--- config.mk ---
export PLATFORM = sky130hd
export DESIGN_NAME = pdr_ctrl
export DESIGN_NICKNAME = d
export VERILOG_FILES = /design/src/rtl/pdr_pkg.sv /design/src/rtl/pdr_ctrl.sv
export SDC_FILE = /design/constraint.sdc
export NUM_CORES = 1
export LEC_CHECK = 0
export BUFFER_PORTS_ARGS = -buffer_cell sky130_fd_sc_hd__buf_2
export CORE_MARGIN = 10
export CORE_UTILIZATION = 48
export CTS_BUF_LIST = sky130_fd_sc_hd__clkbuf_4 sky130_fd_sc_hd__clkbuf_8
export DETAILED_ROUTE_END_ITERATION = 10
export PLACE_DENSITY = 0.77
export REMOVE_ABC_BUFFERS = 1
export SYNTH_ARGS = -nofsm -noshare
export SYNTH_HDL_FRONTEND = slang
export SYNTH_SLANG_ARGS = --single-unit
--- constraint.sdc ---
create_clock -name clk_i -period 2.14 [get_ports clk_i]
set_clock_uncertainty 0.1 [all_clocks]
set_input_delay 0.428 -clock clk_i [delete_from_list [all_inputs] [get_ports clk_i]]
set_output_delay 0.428 -clock clk_i [all_outputs]
set_load 0.02 [all_outputs]
--- src/rtl/pdr_pkg.sv ---
// shared types, constants and the arctangent table for the polar dead-reckoning tracker
// used by pdr_ctrl, pdr_datapath and polar_dead_reckoning_tracker
package pdr_pkg;

  localparam int HIST_DEPTH = 4;
  localparam int FILL_W     = $clog2(HIST_DEPTH + 1);
  localparam int CNT_W      = 3;

  localparam int POS_W  = 26;
  localparam int ANG_W  = 15;
  localparam int MAG_W  = 24;
  localparam int DEG_W  = 16;

  // cordic datapath widths
  localparam int CW         = 33;
  localparam int AW         = 30;
  localparam int FINE_SHIFT = 12;
  localparam int PROD_W     = CW + MAG_W + 1;
  localparam int RND_SHIFT  = 30;
  localparam int RND_W      = PROD_W - RND_SHIFT + 1;
  localparam int SUM_W      = RND_W + 1;
  localparam int SQ_W       = 2 * POS_W;
  localparam int REM_W      = POS_W + 3;

  localparam int CORDIC_STEPS = 24;
  localparam int SQRT_STEPS   = POS_W;
  localparam int STEP_W       = 5;

  localparam int IN_DATA_W  = 56;
  localparam int OUT_DATA_W = 152;

  localparam logic [ANG_W-1:0] FULL_TURN  = 15'd23040;
  localparam logic [ANG_W-1:0] QUARTER    = 15'd5760;
  localparam logic [ANG_W-1:0] THREE_QTR  = 15'd17280;
  localparam logic [ANG_W-1:0] HALF_TURN  = 15'd11520;

  localparam logic signed [CW-1:0] CORDIC_GAIN = 33'sd652032874;
  localparam logic signed [AW-1:0] HALF_FINE   = 30'sd47185920;
  localparam logic signed [AW-1:0] FULL_FINE   = 30'sd94371840;

  localparam logic signed [SUM_W-1:0] POS_MAX = SUM_W'(33554431);
  localparam logic signed [SUM_W-1:0] POS_MIN = -SUM_W'(33554432);

  localparam logic OP_START = 1'b0;
  localparam logic OP_MOVE  = 1'b1;

  typedef enum logic [3:0] {
    CMD_NONE, CMD_LOAD, CMD_INIT, CMD_ROT, CMD_MULX, CMD_MULY, CMD_RNDY, CMD_ADD,
    CMD_SQX, CMD_SQY, CMD_SQSUM, CMD_SQRT, CMD_VINIT, CMD_VEC, CMD_BRG, CMD_FIN
  } dp_cmd_e;

  typedef enum logic [3:0] {
    ST_IDLE, ST_INIT, ST_ROT, ST_MULX, ST_MULY, ST_RNDY, ST_ADD, ST_SQX, ST_SQY,
    ST_SQSUM, ST_SQRT, ST_VINIT, ST_VEC, ST_BRG, ST_FIN
  } pdr_state_e;

  typedef struct packed {
    dp_cmd_e           cmd;
    logic [STEP_W-1:0] step;
  } dp_ctrl_t;

  typedef struct packed {
    logic is_move;
  } dp_stat_t;

  // atan(2^-i) in 2^-18 degree
  function automatic logic [23:0] atan_fine(input logic [STEP_W-1:0] i);
    logic [23:0] v;
    unique case (i)
      5'd0:  v = 24'd11796480;
      5'd1:  v = 24'd6963869;
      5'd2:  v = 24'd3679517;
      5'd3:  v = 24'd1867780;
      5'd4:  v = 24'd937515;
      5'd5:  v = 24'd469214;
      5'd6:  v = 24'd234664;
      5'd7:  v = 24'd117339;
      5'd8:  v = 24'd58671;
      5'd9:  v = 24'd29335;
      5'd10: v = 24'd14668;
      5'd11: v = 24'd7334;
      5'd12: v = 24'd3667;
      5'd13: v = 24'd1833;
      5'd14: v = 24'd917;
      5'd15: v = 24'd458;
      5'd16: v = 24'd229;
      5'd17: v = 24'd115;
      5'd18: v = 24'd57;
      5'd19: v = 24'd29;
      5'd20: v = 24'd14;
      5'd21: v = 24'd7;
      5'd22: v = 24'd4;
      5'd23: v = 24'd2;
      default: v = 24'd0;
    endcase
    return v;
  endfunction

endpackage

--- src/rtl/pdr_ctrl.sv ---
// sequencer for the tracker: steps the datapath through cordic, multiply, sqrt and output
// depends on pdr_pkg
module pdr_ctrl (
  input  logic              clk_i,
  input  logic              rst_ni,
  input  logic              in_valid_i,
  output logic              in_ready_o,
  output logic              out_valid_o,
  input  logic              out_ready_i,
  input  pdr_pkg::dp_stat_t stat_i,
  output pdr_pkg::dp_ctrl_t ctrl_o
);
  import pdr_pkg::*;

  pdr_state_e        state_q, state_d;
  logic [STEP_W-1:0] step_q, step_d;
  logic              valid_q, valid_d;

  always_ff @(posedge clk_i or negedge rst_ni) begin
    if (!rst_ni) begin
      state_q <= ST_IDLE;
      step_q  <= '0;
      valid_q <= 1'b0;
    end else begin
      state_q <= state_d;
      step_q  <= step_d;
      valid_q <= valid_d;
    end
  end

  always_comb begin
    state_d     = state_q;
    step_d      = step_q;
    ctrl_o.cmd  = CMD_NONE;
    ctrl_o.step = step_q;
    in_ready_o  = 1'b0;
    valid_d     = valid_q && !out_ready_i;
    unique case (state_q)
      ST_IDLE: begin
        in_ready_o = 1'b1;
        if (in_valid_i) begin
          ctrl_o.cmd = CMD_LOAD;
          state_d    = ST_INIT;
        end
      end
      ST_INIT: begin
        ctrl_o.cmd = CMD_INIT;
        step_d     = '0;
        state_d    = ST_ROT;
      end
      ST_ROT: begin
        ctrl_o.cmd = CMD_ROT;
        step_d     = step_q + 1'b1;
        if (step_q == STEP_W'(CORDIC_STEPS - 1)) state_d = ST_MULX;
      end
      ST_MULX: begin
        ctrl_o.cmd = CMD_MULX;
        state_d    = ST_MULY;
      end
      ST_MULY: begin
        ctrl_o.cmd = CMD_MULY;
        state_d    = ST_RNDY;
      end
      ST_RNDY: begin
        ctrl_o.cmd = CMD_RNDY;
        state_d    = ST_ADD;
      end
      ST_ADD: begin
        ctrl_o.cmd = CMD_ADD;
        state_d    = stat_i.is_move ? ST_SQX : ST_FIN;
      end
      ST_SQX: begin
        ctrl_o.cmd = CMD_SQX;
        state_d    = ST_SQY;
      end
      ST_SQY: begin
        ctrl_o.cmd = CMD_SQY;
        state_d    = ST_SQSUM;
      end
      ST_SQSUM: begin
        ctrl_o.cmd = CMD_SQSUM;
        step_d     = '0;
        state_d    = ST_SQRT;
      end
      ST_SQRT: begin
        ctrl_o.cmd = CMD_SQRT;
        step_d     = step_q + 1'b1;
        if (step_q == STEP_W'(SQRT_STEPS - 1)) state_d = ST_VINIT;
      end
      ST_VINIT: begin
        ctrl_o.cmd = CMD_VINIT;
        step_d     = '0;
        state_d    = ST_VEC;
      end
      ST_VEC: begin
        ctrl_o.cmd = CMD_VEC;
        step_d     = step_q + 1'b1;
        if (step_q == STEP_W'(CORDIC_STEPS - 1)) state_d = ST_BRG;
      end
      ST_BRG: begin
        ctrl_o.cmd = CMD_BRG;
        state_d    = ST_FIN;
      end
      ST_FIN: begin
        // wait until the output register is free
        if (!valid_q || out_ready_i) begin
          ctrl_o.cmd = CMD_FIN;
          valid_d    = 1'b1;
          state_d    = ST_IDLE;
        end
      end
      default: state_d = ST_IDLE;
    endcase
  end

  assign out_valid_o = valid_q;

endmodule

==> flow_summary.toml, run 1 <==
[floorplanning]
die_area_um2 = 3550
initial_core_util_pct = 50.5
rows = 14
ioPinCount = 16
die_w_um = 59.6
core_area_um2 = 1490
die_y_um = 59.6

[final_layout]
area_growth_pct = 15.1
postLayoutCoreUtil_pct = 58.2
diodes = 0
drive_gt1_share_pct = 23.9
fillers = 126
fin_cells = 125
layout.cells.most_common_list = "o21ai_0 (17), buf_2 (15), nor2_1 (9), dfrtp_1 (9)"
ff_latch_area_um2 = 251
multi_input_area_um2 = 449
fin_nets = 118
final_common_cell = "o21ai_0"
final_cell_area_um2 = 866

[cts]
cts_tree = "done"
clock_path_buffers = 2
post-cts-setup-buffers = 0
clk_latency_ns = 0.26
htreeDepth = 1
cts.reportedPaths.clkPinSlew_ns = 0.06
cts_buffers = 3
cts-root-buf = "clkbuf_4"
clock_sinks = 10

[power]
pwr_density_cell_nw_per_um2 = 1510
p_leak_nw = 0.409
ir_drop_mv = 0.733

[worst_setup_path]
crit_path_start_kind = "flip-flop"
crit_fanout = 19
crit_required_ns = 1.61
critPathTopFamily = "flip-flops"
slowest_delay_ns = 0.71
crit_path_end_kind = "primary output"
crit_chain = "nor2_1 > o21ai_0 > o21ai_0 > buf_2"
arrival_ns = 1.49
cp_common_cell = "o21ai_0"
critPathSlowestCell = "dfrtp_1"
r2r_setup_slack_ns = 0.46
criticalPathCategory = "flip-flop to primary output"
path_buf_inv = 1

[place]
dp.cells = 121
dpl_cell_area_um2 = 832
dp_hpwl_mm = 1.36
portBuffers = 15
routabilityCongestion = 0.832

[yosys]
muxShareOfSynthArea_pct = 1.33
yosys_warnings = 0
ys_seq_area_share_pct = 33.3
synth_compound_area_share_pct = 30.3
synthSimpleGateAreaFrac_pct = 23.6
synth_area_um2 = 752
synthXorXnorAreaFrac_pct = 1.16
ys_seq_elements = 10
syn_inst = 94
ys_types = 30
synth_top_family_by_area = "compound AO/OA/AOI/OAI gates"
avgSynthCellArea_um2 = 8.00
synthAdderAreaFrac_pct = 3.33

[outcome]
status = "complete, no violations"

[timing]
final-hold-violation-count = 0
tns_ns = 0
slew_headroom_pct = 60.8
slew_violations = 0
rsz0062_at_grt = "no"
max_freq_ghz = 0.495
finalCritPeriodShare_pct = 94.5
setup_viol = 0
fin_crit_ns = 2.02
worstMarginPinSlew_ns = 0.588

[global_routing]
grt_max_degree = 20
gr-total-overflow = 0
grt_pass1_wl_mm = 3.06
grt_pass1_vias = 688
grt_antenna_before_repair = 0
gr-usage-all-layers_pct = 10.9

[route]
drt-total-wl_mm = 1.80
first_pass_iters = 4
drc = 0
antenna_left = 0
wl_per_cell_um = 14.4
drt-vias-per-instance = 5.90
drtIter0Drc = 20
vias = 737

[hold_path]
holdCritPathClass = "primary input to flip-flop"

[flow_run]
max_cap_violations = 0
-- routing by layer --
layer  part of all wire (%)  global-route usage [%]  routed length [um]
met1                     43                    12.9                 777
met4                    1.3                    3.85                  24
met3                    6.6                    5.15                 118
met5                      0                       0                   0
met2                     49                    16.9                 878
-- layout make-up --
cell class,count,area share (%)
repair buffers,19,12.4
flip-flops and latches,10,29.0
clock buffers,3,2.60
inverters,4,1.73
multi-input cells,73,51.9
well taps,16,2.31
-- cells in the mapped netlist --
| cell | n | share of area (%) |
|---|---|---|
| a2bb2oi_1 | 1 | 1.2 |
| o22ai_1 | 1 | 0.83 |
| buf_4 | 1 | 1.0 |
| o31ai_1 | 1 | 1.0 |
| a21o_1 | 3 | 3.0 |
| o221a_2 | 1 | 1.5 |
| xnor2_1 | 1 | 1.2 |
| a221oi_1 | 1 | 1.2 |
| nand2_1 | 8 | 4.0 |
| and4b_2 | 1 | 1.5 |
| dfrtp_1 | 10 | 33 |
| o21ai_0 | 17 | 11 |
| nor4_1 | 1 | 0.83 |
| o41ai_2 | 1 | 2.2 |
| and3b_1 | 1 | 1.2 |
| nor2b_1 | 4 | 3.3 |
| and2b_1 | 1 | 1.0 |
| buf_2 | 6 | 4.0 |
| mux2i_1 | 1 | 1.3 |
| inv_1 | 4 | 2.0 |
| a21oi_1 | 8 | 5.3 |
| nor2_1 | 9 | 4.5 |
| a311oi_1 | 1 | 1.2 |
| a211oi_2 | 1 | 1.7 |
| nand3_1 | 2 | 1.3 |
| nand2b_1 | 2 | 1.7 |
| and4b_1 | 1 | 1.3 |
| ha_1 | 2 | 3.3 |
| nor3_1 | 1 | 0.66 |
| nand4b_1 | 2 | 2.3 |
-- per-stage QoR --
stage	setup WS [ns]	power (mW)	hold WS [ns]
after detailed placement	0.363	1.18	0.204
after global routing	0.00935	1.43	0.417
after floorplan	0.291	0.919	0.0324
after global placement	0.400	1.16	0.199
final	0.118	1.31	0.387
after CTS	0.132	1.31	0.386
-- logic make-up after synthesis --
family	Yosys count
compound gates	36
mux	1
xor+xnor	1
fa+ha+maj	2
simple gates	33
buf+inv	11
flops	10
-- timing repair --
action | in CTS | in global routing
endpoints found under the setup margin | 0 | 1
endpoints found under the hold margin | 10 | 0
hold buffers | 1 | 0
resized for setup | 0 | 1
-- tightest hold or removal path, stage by stage --
cell	delay [ns]
buf_2	0.09
nor2b_1	0.12
o31ai_1	0.07
-- state kept, by name (all words and copies together), names as in the netlist --
signal / count
out_valid_o: 1
step_q: 5
state_q: 4
-- report_power, final --
| group | internal, mW | leakage (nW) | switching (mW) |
|---|---|---|---|
| Combinational | 0.313 | 0.267 | 0.449 |
| Sequential | 0.263 | 0.128 | 0.161 |
| Clock | 0.0646 | 0.0138 | 0.0574 |
| Total | 0.640 | 0.409 | 0.667 |
-- worst paths after layout --
path,from,end,depth (start not counted)
worst max-delay path,state_q[0]$_DFFE_PN0P_,ctrl_o[8],4
min in group asynchronous,rst_ni,step_q[2]$_DFFE_PN0P_,2
worst min register to register,step_q[1]$_DFFE_PN0P_,step_q[1]$_DFFE_PN0P_,2
worst min-delay path,stat_i,state_q[3]$_DFFE_PN0P_,3
worst max register to register,state_q[0]$_DFFE_PN0P_,step_q[0]$_DFFE_PN0P_,4
max in group asynchronous,rst_ni,state_q[1]$_DFFE_PN0P_,2
Note: power is estimated with default switching activity, not from simulation.
==> run 2, diff against run 1 <==
--- a/config.mk
+++ b/config.mk
@@ -5,13 +5,15 @@
 export SDC_FILE = /design/constraint.sdc
 export NUM_CORES = 1
 export LEC_CHECK = 0
+export ABC_AREA = 1
 export BUFFER_PORTS_ARGS = -buffer_cell sky130_fd_sc_hd__buf_2
 export CORE_MARGIN = 10
 export CORE_UTILIZATION = 48
 export CTS_BUF_LIST = sky130_fd_sc_hd__clkbuf_4 sky130_fd_sc_hd__clkbuf_8
 export DETAILED_ROUTE_END_ITERATION = 10
-export PLACE_DENSITY = 0.77
+export PLACE_DENSITY = 0.76
 export REMOVE_ABC_BUFFERS = 1
+export SETUP_SLACK_MARGIN = 0.5
 export SYNTH_ARGS = -nofsm -noshare
 export SYNTH_HDL_FRONTEND = slang
 export SYNTH_SLANG_ARGS = --single-unit
==> flow_summary.toml, run 2 <==
[yosys]
syn_inst = 116
ys_seq_elements = 10
ys_types = 26
synth_edf_count = 0
async_reset_ff_share_pct = 100
synth_top_area_share_pct = 31.5
yosys-top-cells-area = "dfrtp_1 (32%), nand2_1 (15%), inv_1 (7.1%), nor2_1 (6.6%), nand3_1 (5.0%)"
synth.top_cells.by_count = "nand2_1 (31), inv_1 (15), nor2_1 (14)"
synthDominantAreaCellType = "dfrtp_1"
ys_seq_area_share_pct = 31.5
synthFlopType = "dfrtp_1"
synth.most_common_cell = "nand2_1"
yosys_warnings = 0
avgSynthCellArea_um2 = 6.84
synth_area_um2 = 793

[route]
first_pass_iters = 4
drt-total-wl_mm = 3.03
wl_per_cell_um = 18.3
antenna_left = 0
drt-vias-per-instance = 5.87
drtIter0Drc = 50
vias = 974
drc = 0

[floorplanning]
initial_core_util_pct = 51.5
rows = 14
die_area_um2 = 3680
die_y_um = 60.7
die_w_um = 60.7
core_area_um2 = 1540
ioPinCount = 16

[final_layout]
fin_nets = 158
area_growth_pct = 53.8
final_cell_area_um2 = 1220
largest_register_ffs = 5
top_register = "step_q"
final_common_cell = "nand2_1"
layout.cells.most_common_list = "nand2_1 (23), buf_4 (14), inv_1 (11)"
diodes = 0
drive_gt1_share_pct = 54.0

[timing]
slew_headroom_pct = 77.8
rsz0062_at_grt = "yes"
setup_viol = 0
max_freq_ghz = 0.488
worstMarginPinSlew_ns = 0.333
final-hold-violation-count = 0
finalCritPeriodShare_pct = 95.8
holdWs_ns = 0.306
tns_ns = 0
slew_violations = 0
fin_crit_ns = 2.05
setup_slack_ns = 0.0895

[cts]
cts_tree = "done"
cts_buffers = 3
htreeDepth = 1
clock_path_buffers = 2
cts.reportedPaths.clkPinSlew_ns = 0.07
cts-root-buf = "clkbuf_4"
clock_sinks = 10
clk_latency_ns = 0.27

[outcome]
status = "complete, no violations"

[place]
place_ws_ns = 0.286
dp_hpwl_mm = 1.38
routabilityCongestion = 0.829
portBuffers = 15
dpl_cell_area_um2 = 858

[worst_setup_path]
crit_fanout = 5
r2r_setup_slack_ns = 0.48
critPathSlowestCell = "dfrtp_2"
crit_path_start_kind = "flip-flop"
arrival_ns = 1.52
critPathTopFamily = "flip-flops"
reg2reg_to = "state_q[2]$_DFFE_PN0P_"
path_buf_inv = 3
r2r_start = "state_q[0]$_DFFE_PN0P_"
slowest_delay_ns = 0.42
crit_chain = "buf_4 > nand2_2 > nor2_1 > a21oi_2 > inv_1 > nand2_1 > buf_6"
crit_required_ns = 1.61
crit_path_end_kind = "primary output"
criticalPathCategory = "flip-flop to primary output"
rr_worst_depth = 10

[flow_run]
max_cap_violations = 0

[global_routing]
gr-usage-all-layers_pct = 14.7
gr-total-overflow = 0
grt_pass1_wl_mm = 4.23
grt_pass1_vias = 891
grt_max_degree = 11
grt_antenna_before_repair = 0

[hold_path]
holdCritPathClass = "primary input to flip-flop"
hp-start = "stat_i"
holdPathEnd = "state_q[0]$_DFFE_PN0P_"
hold_depth = 3

[power]
pwr_density_cell_nw_per_um2 = 1870
p_leak_nw = 0.619
ir_drop_mv = 1.01
run 2: cell count changes in the layout (fill, tap and decap cells not counted), sizes merged, moves of 3 or more:
| cell | before | now |
|---|---|---|
| buf | 18 | 32 |
| nor2b | 4 | 0 |
| nand3 | 2 | 9 |
| nand4 | 0 | 3 |
| inv | 4 | 18 |
| nor2 | 9 | 17 |
| nand2 | 8 | 34 |
| a21oi | 8 | 4 |
| o21ai | 17 | 5 |
| a21o | 3 | 0 |
run 2: worst max-delay path by stage:
stage,cells past startpoint,start,to,slack [ns]
after floorplan,5,state_q[3]$_DFFE_PN0P_,ctrl_o[5],0.07
after global placement,7,state_q[1]$_DFFE_PN0P_,ctrl_o[5],0.30
after detailed placement,7,state_q[1]$_DFFE_PN0P_,ctrl_o[5],0.29
after CTS,7,state_q[3]$_DFFE_PN0P_,ctrl_o[5],0.22
after global routing,5,state_q[3]$_DFFE_PN0P_,ctrl_o[5],0.05
final,7,state_q[1]$_DFFE_PN0P_,ctrl_o[7],0.09
run 2: power breakdown:
part	internal, mW	switching, mW
Sequential	0.268	0.134
Clock	0.104	0.0726
Combinational	0.714	0.992
run 2: area by class of cell:
class	instances	area (um^2)
clock buffers	4	36.3
fillers	88	322
inverters	18	70.1
multi-input cells	85	583
flip-flops and latches	10	255
well taps	16	20.0
repair buffers	33	255
run 2: worst min-delay path, stage by stage:
cell and delay [ns]:
buf_2 0.10, nand2_1 0.05, a21oi_1 0.06
run 2: metrics by stage:
step           utilization (%)  total power, mW  instances
6_report                  79.1             2.28        166
5_1_grt                   79.1             2.40        166
4_1_cts                   72.0             1.89        162
3_5_place_dp              55.7             1.30        144
3_3_place_gp              55.7             1.29        144
2_1_floorplan                -             1.06        113
run 2: cells by family (layout without fill, tap and decap cells):
kind of cell | Yosys count | after routing | synth area share (%)
AOI/OAI and AO/OA | 13 | 13 | 10.6
adders and majority gates | 2 | 2 | 3.15
and+or+nand+nor | 68 | 68 | 40.2
buffers and inverters | 21 | 55 | 12.3
xor gates and xnor gates | 2 | 2 | 2.21
DFF | 10 | 10 | 31.5
run 2: repair_timing:
action	in CTS	in global routing
setup buffers	13	4
endpoints found under the setup margin	5	14
gates cloned	0	0
hold endpoints to repair	10	0
pin swaps	14	13
hold buffers	1	0
resized for setup	35	21
run 2: layer usage:
metal	vias to the layer above	track usage, %	wire length (um)
met5	-	0	0
met4	0	5.33	181
met3	22	4.80	263
met2	63	23.9	1430
met1	452	17.6	1150
li1	437	-	-
